**config.mk**
```make
export PLATFORM = sky130hd
export DESIGN_NAME = pixel_ink_coverage_counter
export DESIGN_NICKNAME = d
export VERILOG_FILES = /design/src/rtl/pic_pkg.sv /design/src/rtl/pic_fifo.sv /design/src/rtl/pic_front.sv /design/src/rtl/pic_back.sv /design/src/rtl/pixel_ink_coverage_counter.sv
export SDC_FILE = /design/constraint.sdc
export NUM_CORES = 2
export LEC_CHECK = 0
export BUFFER_PORTS_ARGS = -buffer_cell sky130_fd_sc_hd__buf_2
export CAP_MARGIN = 5
export CELL_PAD_IN_SITES_DETAIL_PLACEMENT = 1
export CELL_PAD_IN_SITES_GLOBAL_PLACEMENT = 1
export CORE_ASPECT_RATIO = 0.8
export CORE_MARGIN = 1.5
export CORE_UTILIZATION = 40
export CTS_BUF_LIST = sky130_fd_sc_hd__clkbuf_4 sky130_fd_sc_hd__clkbuf_8
export CTS_CLUSTER_DIAMETER = 40
export DETAILED_ROUTE_END_ITERATION = 6
export PLACE_DENSITY_LB_ADDON = 0.1
export RECOVER_POWER = 50
export SETUP_SLACK_MARGIN = 0.4
export SYNTH_ARGS = -nofsm -noshare
export SYNTH_HDL_FRONTEND = slang
export SYNTH_SLANG_ARGS = --single-unit
```
**constraint.sdc**
```tcl
create_clock -name clk -period 28.1 [get_ports clk]
set_input_delay 7.025 -clock clk [delete_from_list [all_inputs] [get_ports clk]]
set_output_delay 7.025 -clock clk [all_outputs]
set_load 0.005 [all_outputs]
```
**src/rtl/pic_pkg.sv**
```systemverilog
// shared types, mode codes and helpers for the ink coverage counter
// no dependencies
package pic_pkg;

	localparam logic [2:0] MODE_CMYK     = 3'd0;
	localparam logic [2:0] MODE_CMY_K    = 3'd1;
	localparam logic [2:0] MODE_CMY      = 3'd2;
	localparam logic [2:0] MODE_GRAY_RGB = 3'd3;
	localparam logic [2:0] MODE_GRAY_K8  = 3'd4;

	localparam int Q_DEPTH = 4;
	localparam int Q_PTR_W = $clog2(Q_DEPTH);

	localparam logic [7:0] FULL_INK      = 8'd255;
	localparam logic [17:0] GRAY_SQ_MAX  = 18'd24;
	localparam logic [16:0] RECIP3       = 17'd43691;
	localparam logic [7:0] GRAY_R_WEIGHT = 8'd78;
	localparam logic [7:0] GRAY_G_WEIGHT = 8'd151;
	localparam logic [7:0] GRAY_B_WEIGHT = 8'd27;

	typedef struct packed {
		logic [7:0] c;
		logic [7:0] m;
		logic [7:0] y;
		logic [7:0] k;
		logic       last;
		logic [2:0] mode;
	} ink_entry_t;

	typedef struct packed {
		logic full;
		logic empty;
	} q_status_t;

	typedef enum logic [1:0] {
		F_IDLE,
		F_CALC,
		F_DIV,
		F_PUSH
	} front_state_t;

	typedef enum logic [2:0] {
		B_ACC,
		B_MUL,
		B_SUM,
		B_FIN,
		B_OUT
	} back_state_t;

	function automatic logic [31:0] sat_add8(logic [31:0] a, logic [7:0] b);
		logic [32:0] s;
		s = {1'b0, a} + {25'd0, b};
		return s[32] ? 32'hFFFF_FFFF : s[31:0];
	endfunction

endpackage

```
**src/rtl/pic_fifo.sv**
```systemverilog
// short entry queue between the front classifier and the back accumulator
// depends on pic_pkg
module pic_fifo
	import pic_pkg::*;
(
	input  logic       clk,
	input  logic       arst_n,
	input  logic       wr_en,
	input  ink_entry_t wr_data,
	input  logic       rd_en,
	output ink_entry_t rd_data,
	output q_status_t  status
);

	ink_entry_t         mem_q [Q_DEPTH];
	logic [Q_PTR_W-1:0] wr_ptr_q;
	logic [Q_PTR_W-1:0] rd_ptr_q;
	logic [Q_PTR_W:0]   count_q;
	logic               do_wr;
	logic               do_rd;

	assign status.full  = (count_q == (Q_PTR_W+1)'(Q_DEPTH));
	assign status.empty = (count_q == '0);
	assign do_wr        = wr_en && !status.full;
	assign do_rd        = rd_en && !status.empty;
	assign rd_data      = mem_q[rd_ptr_q];

	always_ff @(posedge clk or negedge arst_n) begin
		if (!arst_n) begin
			wr_ptr_q <= '0;
			rd_ptr_q <= '0;
			count_q  <= '0;
		end else begin
			if (do_wr)
				wr_ptr_q <= wr_ptr_q + 1'b1;
			if (do_rd)
				rd_ptr_q <= rd_ptr_q + 1'b1;
			if (do_wr && !do_rd)
				count_q <= count_q + 1'b1;
			else if (do_rd && !do_wr)
				count_q <= count_q - 1'b1;
		end
	end

	always_ff @(posedge clk) begin
		if (do_wr)
			mem_q[wr_ptr_q] <= wr_data;
	end

endmodule

```
**src/rtl/pic_front.sv**
```systemverilog
// front: accepts a pixel, classifies it by mode and forms its ink increments
// depends on pic_pkg; cmyk scaling uses a radix-2 divider, three lanes
module pic_front
	import pic_pkg::*;
(
	input  logic       clk,
	input  logic       arst_n,
	input  logic [2:0] color_mode,
	input  logic       push,
	output logic       full,
	input  logic [7:0] red,
	input  logic [7:0] green,
	input  logic [7:0] blue,
	input  logic       last_pixel,
	output logic       q_wr,
	output ink_entry_t q_data,
	input  q_status_t  q_status
);

	front_state_t state_q, state_d;

	logic [7:0] r_s1, g_s1, b_s1;
	logic       last_s1;
	logic [2:0] mode_s1;

	ink_entry_t entry_q;
	ink_entry_t calc_entry;

	logic [7:0] rem_q [3];
	logic [7:0] lo_q  [3];
	logic [7:0] quo_q [3];
	logic [7:0] w_q;
	logic [2:0] cnt_q;

	logic [7:0]  rem_n [3];
	logic [7:0]  lo_n  [3];
	logic [7:0]  quo_n [3];
	logic [7:0]  inv [3];
	logic [7:0]  diff [3];
	logic [15:0] num [3];
	logic [7:0]  k_min;
	logic [7:0]  dx, dy, dz;
	logic [17:0] sq_sum;
	logic [9:0]  cmy_sum;
	logic [26:0] cmy_div;
	logic        near_gray;

	always_ff @(posedge clk or negedge arst_n) begin
		if (!arst_n)
			state_q <= F_IDLE;
		else
			state_q <= state_d;
	end

	always_comb begin
		state_d = state_q;
		full    = 1'b1;
		q_wr    = 1'b0;
		case (state_q)
			F_IDLE: begin
				full = 1'b0;
				if (push)
					state_d = F_CALC;
			end
			F_CALC: begin
				if (mode_s1 == MODE_CMYK && k_min != FULL_INK)
					state_d = F_DIV;
				else
					state_d = F_PUSH;
			end
			F_DIV: begin
				if (cnt_q == 3'd7)
					state_d = F_PUSH;
			end
			F_PUSH: begin
				q_wr = !q_status.full;
				if (!q_status.full)
					state_d = F_IDLE;
			end
			default: state_d = F_IDLE;
		endcase
	end

	assign q_data = entry_q;

	// inverted channels and mode 0 numerators
	always_comb begin
		inv[0] = ~r_s1;
		inv[1] = ~g_s1;
		inv[2] = ~b_s1;
		k_min  = (inv[0] < inv[1]) ? inv[0] : inv[1];
		k_min  = (inv[2] < k_min) ? inv[2] : k_min;
		for (int i = 0; i < 3; i++) begin
			diff[i] = inv[i] - k_min;
			num[i]  = {diff[i], 8'd0} - {8'd0, diff[i]};
		end
	end

	// near-gray test and mean for mode 1
	always_comb begin
		dx        = (inv[0] > inv[1]) ? inv[0] - inv[1] : inv[1] - inv[0];
		dy        = (inv[0] > inv[2]) ? inv[0] - inv[2] : inv[2] - inv[0];
		dz        = (inv[1] > inv[2]) ? inv[1] - inv[2] : inv[2] - inv[1];
		sq_sum    = {2'd0, {8'd0, dx} * {8'd0, dx}} + {2'd0, {8'd0, dy} * {8'd0, dy}}
			+ {2'd0, {8'd0, dz} * {8'd0, dz}};
		near_gray = (sq_sum <= GRAY_SQ_MAX);
		cmy_sum   = {2'd0, inv[0]} + {2'd0, inv[1]} + {2'd0, inv[2]};
		cmy_div   = {17'd0, cmy_sum} * {10'd0, RECIP3};
	end

	always_comb begin
		calc_entry      = '0;
		calc_entry.last = last_s1;
		calc_entry.mode = mode_s1;
		case (mode_s1)
			MODE_CMYK: begin
				calc_entry.k = k_min;
			end
			MODE_CMY_K: begin
				if (near_gray) begin
					calc_entry.k = cmy_div[24:17];
				end else begin
					calc_entry.c = inv[0];
					calc_entry.m = inv[1];
					calc_entry.y = inv[2];
				end
			end
			MODE_CMY: begin
				calc_entry.c = inv[0];
				calc_entry.m = inv[1];
				calc_entry.y = inv[2];
			end
			MODE_GRAY_RGB: begin
				calc_entry.c = r_s1;
				calc_entry.m = g_s1;
				calc_entry.y = b_s1;
			end
			MODE_GRAY_K8: begin
				calc_entry.k = inv[0];
			end
			default: ;
		endcase
	end

	// one quotient bit per lane per cycle
	always_comb begin
		logic [8:0] t;
		for (int i = 0; i < 3; i++) begin
			t = {rem_q[i], lo_q[i][7]};
			if (t >= {1'b0, w_q}) begin
				rem_n[i] = 8'(t - {1'b0, w_q});
				quo_n[i] = {quo_q[i][6:0], 1'b1};
			end else begin
				rem_n[i] = t[7:0];
				quo_n[i] = {quo_q[i][6:0], 1'b0};
			end
			lo_n[i] = {lo_q[i][6:0], 1'b0};
		end
	end

	always_ff @(posedge clk) begin
		if (state_q == F_IDLE && push) begin
			r_s1    <= red;
			g_s1    <= green;
			b_s1    <= blue;
			last_s1 <= last_pixel;
			mode_s1 <= color_mode;
		end
		if (state_q == F_CALC) begin
			entry_q <= calc_entry;
			w_q     <= ~k_min;
			cnt_q   <= '0;
			for (int i = 0; i < 3; i++) begin
				rem_q[i] <= num[i][15:8];
				lo_q[i]  <= num[i][7:0];
				quo_q[i] <= '0;
			end
		end
		if (state_q == F_DIV) begin
			cnt_q <= cnt_q + 1'b1;
			for (int i = 0; i < 3; i++) begin
				rem_q[i] <= rem_n[i];
				lo_q[i]  <= lo_n[i];
				quo_q[i] <= quo_n[i];
			end
			if (cnt_q == 3'd7) begin
				entry_q.c <= quo_n[0];
				entry_q.m <= quo_n[1];
				entry_q.y <= quo_n[2];
			end
		end
	end

endmodule

```
**src/rtl/pic_back.sv**
```systemverilog
// back: accumulates ink increments, forms the image totals, holds the result
// depends on pic_pkg
module pic_back
	import pic_pkg::*;
#(
	parameter int PIXEL_COUNT_BITS = 24
) (
	input  logic        clk,
	input  logic        arst_n,
	output logic        q_rd,
	input  ink_entry_t  q_data,
	input  q_status_t   q_status,
	output logic        empty,
	input  logic        pop,
	output logic [31:0] cyan_total,
	output logic [31:0] magenta_total,
	output logic [31:0] yellow_total,
	output logic [31:0] black_total,
	output logic [33:0] all_total,
	output logic        count_overflow
);

	localparam int CNT_W  = PIXEL_COUNT_BITS + 1;
	localparam int FULL_W = CNT_W + 8;
	localparam int EXT_W  = (FULL_W > 33) ? FULL_W : 33;

	back_state_t state_q, state_d;

	logic [31:0]       acc_c_q, acc_m_q, acc_y_q, acc_k_q;
	logic [CNT_W-1:0]  pix_cnt_q;
	logic              ovf_q;
	logic [2:0]        mode_q;

	logic [39:0]       prod_r_s1, prod_g_s1, prod_b_s1;
	logic [FULL_W-1:0] full_s1, full_s2;
	logic [31:0]       gray_s2;
	logic [31:0]       tot_c_q, tot_m_q, tot_y_q, tot_k_q;

	logic              out_valid_q;
	logic [39:0]       gray_sum;
	logic [EXT_W-1:0]  full_e, gray_e, gray_k;
	logic [31:0]       gray_k_sat;
	logic [33:0]       sum_all;

	always_ff @(posedge clk or negedge arst_n) begin
		if (!arst_n)
			state_q <= B_ACC;
		else
			state_q <= state_d;
	end

	always_comb begin
		state_d = state_q;
		q_rd    = 1'b0;
		case (state_q)
			B_ACC: begin
				if (!q_status.empty) begin
					q_rd = 1'b1;
					if (q_data.last)
						state_d = B_MUL;
				end
			end
			B_MUL: state_d = B_SUM;
			B_SUM: state_d = B_FIN;
			B_FIN: state_d = B_OUT;
			B_OUT: begin
				if (!out_valid_q)
					state_d = B_ACC;
			end
			default: state_d = B_ACC;
		endcase
	end

	assign empty    = !out_valid_q;
	assign gray_sum = prod_r_s1 + prod_g_s1 + prod_b_s1;
	assign full_e   = EXT_W'(full_s2);
	assign gray_e   = EXT_W'(gray_s2);
	assign gray_k   = (gray_e > full_e) ? '0 : full_e - gray_e;
	assign gray_k_sat = (gray_k > EXT_W'(33'h0_FFFF_FFFF)) ? 32'hFFFF_FFFF : gray_k[31:0];
	assign sum_all  = {2'd0, tot_c_q} + {2'd0, tot_m_q} + {2'd0, tot_y_q} + {2'd0, tot_k_q};

	// accumulators and pixel count
	always_ff @(posedge clk or negedge arst_n) begin
		if (!arst_n) begin
			acc_c_q     <= '0;
			acc_m_q     <= '0;
			acc_y_q     <= '0;
			acc_k_q     <= '0;
			pix_cnt_q   <= '0;
			ovf_q       <= 1'b0;
			out_valid_q <= 1'b0;
		end else begin
			if (q_rd) begin
				if (!pix_cnt_q[CNT_W-1]) begin
					acc_c_q   <= sat_add8(acc_c_q, q_data.c);
					acc_m_q   <= sat_add8(acc_m_q, q_data.m);
					acc_y_q   <= sat_add8(acc_y_q, q_data.y);
					acc_k_q   <= sat_add8(acc_k_q, q_data.k);
					pix_cnt_q <= pix_cnt_q + 1'b1;
				end else begin
					ovf_q <= 1'b1;
				end
			end
			if (pop && out_valid_q)
				out_valid_q <= 1'b0;
			if (state_q == B_OUT && !out_valid_q) begin
				out_valid_q <= 1'b1;
				acc_c_q     <= '0;
				acc_m_q     <= '0;
				acc_y_q     <= '0;
				acc_k_q     <= '0;
				pix_cnt_q   <= '0;
				ovf_q       <= 1'b0;
			end
		end
	end

	// result formation
	always_ff @(posedge clk) begin
		if (q_rd && q_data.last)
			mode_q <= q_data.mode;
		if (state_q == B_MUL) begin
			prod_r_s1 <= {8'd0, acc_c_q} * {32'd0, GRAY_R_WEIGHT};
			prod_g_s1 <= {8'd0, acc_m_q} * {32'd0, GRAY_G_WEIGHT};
			prod_b_s1 <= {8'd0, acc_y_q} * {32'd0, GRAY_B_WEIGHT};
			full_s1   <= {pix_cnt_q, 8'd0} - {8'd0, pix_cnt_q};
		end
		if (state_q == B_SUM) begin
			gray_s2 <= gray_sum[39:8];
			full_s2 <= full_s1;
		end
		if (state_q == B_FIN) begin
			case (mode_q)
				MODE_CMYK, MODE_CMY_K: begin
					tot_c_q <= acc_c_q;
					tot_m_q <= acc_m_q;
					tot_y_q <= acc_y_q;
					tot_k_q <= acc_k_q;
				end
				MODE_CMY: begin
					tot_c_q <= acc_c_q;
					tot_m_q <= acc_m_q;
					tot_y_q <= acc_y_q;
					tot_k_q <= '0;
				end
				MODE_GRAY_RGB: begin
					tot_c_q <= '0;
					tot_m_q <= '0;
					tot_y_q <= '0;
					tot_k_q <= gray_k_sat;
				end
				MODE_GRAY_K8: begin
					tot_c_q <= '0;
					tot_m_q <= '0;
					tot_y_q <= '0;
					tot_k_q <= acc_k_q;
				end
				default: begin
					tot_c_q <= '0;
					tot_m_q <= '0;
					tot_y_q <= '0;
					tot_k_q <= '0;
				end
			endcase
		end
		if (state_q == B_OUT && !out_valid_q) begin
			cyan_total     <= tot_c_q;
			magenta_total  <= tot_m_q;
			yellow_total   <= tot_y_q;
			black_total    <= tot_k_q;
			all_total      <= sum_all;
			count_overflow <= ovf_q;
		end
	end

endmodule

```
**src/rtl/pixel_ink_coverage_counter.sv**
```systemverilog
// Ink coverage counter: one pixel per beat, one result per image on the last pixel.
// The front takes a new pixel only once the last entry is queued; non-black cmyk
// pixels pass the 8-step radix-2 divider. The back takes one entry per cycle while
// accumulating, then runs multiply, sum, finish and output states to the result.
// Reset: async active low, clears mode to cmyk, accumulators, queue and the result valid flag.
// depends on pic_pkg, pic_front, pic_fifo, pic_back
module pixel_ink_coverage_counter
	import pic_pkg::*;
#(
	parameter int PIXEL_COUNT_BITS = 24
) (
	input  logic        clk,
	input  logic        arst_n,
	input  logic        cfg_valid,
	output logic        cfg_ready,
	input  logic [2:0]  cfg_data,
	input  logic        push,
	output logic        full,
	input  logic [7:0]  red,
	input  logic [7:0]  green,
	input  logic [7:0]  blue,
	input  logic        last_pixel,
	output logic        empty,
	input  logic        pop,
	output logic [31:0] cyan_total,
	output logic [31:0] magenta_total,
	output logic [31:0] yellow_total,
	output logic [31:0] black_total,
	output logic [33:0] all_total,
	output logic        count_overflow
);

	logic [2:0] mode_q;
	logic       q_wr;
	logic       q_rd;
	ink_entry_t q_wr_data;
	ink_entry_t q_rd_data;
	q_status_t  q_status;

	assign cfg_ready = 1'b1;

	always_ff @(posedge clk or negedge arst_n) begin
		if (!arst_n)
			mode_q <= MODE_CMYK;
		else if (cfg_valid)
			mode_q <= cfg_data;
	end

	pic_front u_front (
		.clk        (clk),
		.arst_n     (arst_n),
		.color_mode (mode_q),
		.push       (push),
		.full       (full),
		.red        (red),
		.green      (green),
		.blue       (blue),
		.last_pixel (last_pixel),
		.q_wr       (q_wr),
		.q_data     (q_wr_data),
		.q_status   (q_status)
	);

	pic_fifo u_fifo (
		.clk     (clk),
		.arst_n  (arst_n),
		.wr_en   (q_wr),
		.wr_data (q_wr_data),
		.rd_en   (q_rd),
		.rd_data (q_rd_data),
		.status  (q_status)
	);

	pic_back #(
		.PIXEL_COUNT_BITS (PIXEL_COUNT_BITS)
	) u_back (
		.clk            (clk),
		.arst_n         (arst_n),
		.q_rd           (q_rd),
		.q_data         (q_rd_data),
		.q_status       (q_status),
		.empty          (empty),
		.pop            (pop),
		.cyan_total     (cyan_total),
		.magenta_total  (magenta_total),
		.yellow_total   (yellow_total),
		.black_total    (black_total),
		.all_total      (all_total),
		.count_overflow (count_overflow)
	);

endmodule

```
==> results.ini <==
[sta]
fmaxAchievable_mhz=70.5
finalSetupViolCount=0
setup_tns_ns=0
post-route-min-period_ns=14.18
rsz0062_at_grt=false
tightest_slew_ns=8.12
finalHoldViolCount=0
clock_skew_ns=0.0650
finalCritPeriodShare_pct=50.4
slew_headroom_pct=-442
slew_violations=863

[synthesis]
synthSimpleGateAreaFrac_pct=9.80
syn-cell-area_mm2=0.0706
yosysSeqAreaShare_pct=39.5
ys_ff_latch=965
ys_top_cells_by_area=edfxtp_1 (33%), ha_1 (13%), fa_1 (12%)
synth_top_family_by_area=adder cells
muxShareOfSynthArea_pct=1.80
syn_avg_cell_area_um2=10.8
synth_edf_count=771
synth_top_area_share_pct=32.8
yosysWarnings=0
synth_xor_area_share_pct=4.79
synthCells=6510
yosys.area.top_type=edfxtp_1
synth.distinct_cells=103
synth_adder_area_share_pct=25.8
synthArstFlopShare_pct=17.6
synthFlopType=edfxtp_1
syn_nets=7735
synth_compound_area_share_pct=12.2

[critical_path]
r2r-start=u_front.g_s1[0]
crit_path_end=u_front.q_data[12]
critPathRequiredTime_ns=28.89
cp-start-kind=flip-flop
critPathMaxStageDelay_ns=0.75
rr_endpoint=u_front.q_data[12]
r2r_cells=49
cpMaxStageDelayCell=a311oi_1
cp.arrival_ns=14.96
crit_type=flip-flop to flip-flop
cp-end-kind=flip-flop
ff2ff_setup_slack_ns=13.92
path_max_fanout=24
cp-startpoint=u_front.g_s1[0]

[grt]
top_usage_layer=met1
grtUsageTotal_pct=24.2
use_met1_pct=36.8
grt-ovfl-total=0
met2_usage_pct=35.7
grt_pass1_vias=50974
grt_max_degree=130
antenna_found_initial=17
grtUsageMet3_pct=4.02
grt_pass1_wl_mm=325

[final_layout]
multi_input_area_mm2=0.0384
layout-drive-gt1-share_pct=10.0
layout_common_cells=inv_1 (997), edfxtp_1 (771), ha_1 (752), a21oi_1 (487), fa_1 (440)
final_common_cell=inv_1
finalNetCount=8032
seq_area_mm2=0.0279
fill_cells=19065
synthToLayoutAreaGrowth_pct=11.0

[placed_design]
numPortBuffers=197
finalWeightedCongestion=0.909
post-dp-hpwl_mm=172

[die]
initial_core_util_pct=40.4
die_h_um=379
core_mm2=0.175
ioPinCount=199
dieArea_mm2=0.179
die_x_um=473
rows=137

[clocking]
hold_buffers=0
cts_sinks=965
h-tree-depth=4
cts_tree=built
cts_root_buf=clkbuf_8
post_cts_buffers=0
cts-resized-gates=0
cts.path.max_buffers=3
cts_buffers=187
clkLatencyLatePin_ns=0.98
clk_pin_slew_ns=0.06

[outcome]
violations=max-capacitance violations, max-slew violations
outcome=finished with violations

[detailed_routing]
num_vias=49485
firstDrtPassIters=5
drt_iter0_drc=3186
wire_per_inst_um=23.2
drt-total-wl_mm=215
drcViolationCount=0
ant_nets=0
avgViaCountPerCell=5.34

[job]
cap_violations=16

[worst_hold_path]
hp-start=u_back.full_s1[18]
hold_path.class=flip-flop to flip-flop

stage by stage:
| stage | hold WS [ns] | cells | util (%) | cell area, um^2 | setup slack (ns) |
|---|---|---|---|---|---|
| after floorplan | 0.400 | 6510 | - | 70600 | 15.76 |
| after global placement | 0.403 | 8910 | 42.5 | 74400 | 14.19 |
| after detailed placement | 0.406 | 8910 | 42.5 | 74400 | 13.92 |
| after CTS | 0.401 | 9259 | 44.9 | 78500 | 13.87 |
| after global routing | 0.401 | 9264 | 44.8 | 78400 | 12.95 |
| final | 0.405 | 9265 | 44.8 | 78400 | 13.92 |
critical path: cells and delay by family, from the launching register on:
kind	cells	cell delay [ns]
buffers and inverters	12	1.14
flip-flops	1	0.56
adder cells (fa/ha/maj)	14	6.27
AND/OR/NAND/NOR	4	0.99
multiplexers	1	0.20
AO/OA/AOI/OAI	15	3.87
XOR/XNOR	3	0.94
layout make-up:
cell class              instances  area share [%]
multi-input cells            4413            49.0
diodes                          5          0.0160
repair buffers                242            1.65
inverters                     998            4.78
clock buffers                 240            3.88
clock inverters               109            1.44
flip-flops and latches        965            35.6
well taps                    2293            3.66
layer usage:
layer	wire (um)	share of wire, %	up-vias
li1	-	-	23166
met3	11100	5.1	240
met4	4390	2.0	2
met5	13	0.0060	-
met2	90900	42	1083
met1	109000	51	24994
cell families after synthesis:
group | after synthesis
mux | 79
compound gates | 1371
simple gates | 1387
flops | 965
fa+ha+maj | 1192
other cells | 1
xor+xnor | 383
buf+inv | 1132
cells in the mapped netlist (15+ instances only):
cell,n
ha_1,752
a21o_1,143
a311oi_1,20
a31oi_1,43
xnor2_1,273
or2_2,31
a21oi_1,487
nand3_1,92
inv_1,997
a211oi_1,48
nor4_1,17
dfxtp_1,24
a21boi_0,24
nand4_1,51
nand2_1,339
nor3_1,73
a211o_1,17
buf_1,15
o21ai_0,248
o31ai_1,18
nor2b_1,70
o21ai_1,53
o21bai_1,69
nor3b_1,28
xor2_1,106
mux2i_1,28
and4_1,23
o21a_1,41
clkbuf_1,96
and3_1,52
mux4_2,36
edfxtp_1,771
o211ai_1,20
and2_1,160
nand2b_1,62
fa_1,440
dfrtp_1,170
nor2_1,351
state kept, by name, summed over array words and instances, names as in the netlist, 33 cells and up:
name              count
u_back.prod_g_s1     40
u_back.prod_r_s1     38
u_fifo.mem_q        144
u_back.full_e        33
u_front.q_data       36
u_back.all_total     34
u_back.full_s1       33
u_back.prod_b_s1     37
how the worst min path moves through the flow:
stage / slack, ns / depth (start not counted) / end
final: 0.40 / 0 / u_back.full_e[18]
after global routing: 0.40 / 0 / u_back.full_e[18]
after CTS: 0.40 / 0 / u_back.full_e[18]
after detailed placement: 0.41 / 0 / u_back.full_e[2]
after global placement: 0.40 / 0 / u_back.full_e[6]
after floorplan: 0.40 / 0 / u_back.full_e[0]
Power is left out: the tool's default activity adds up to more than one toggle a clock period on the data nets, which glitch-free logic cannot reach.
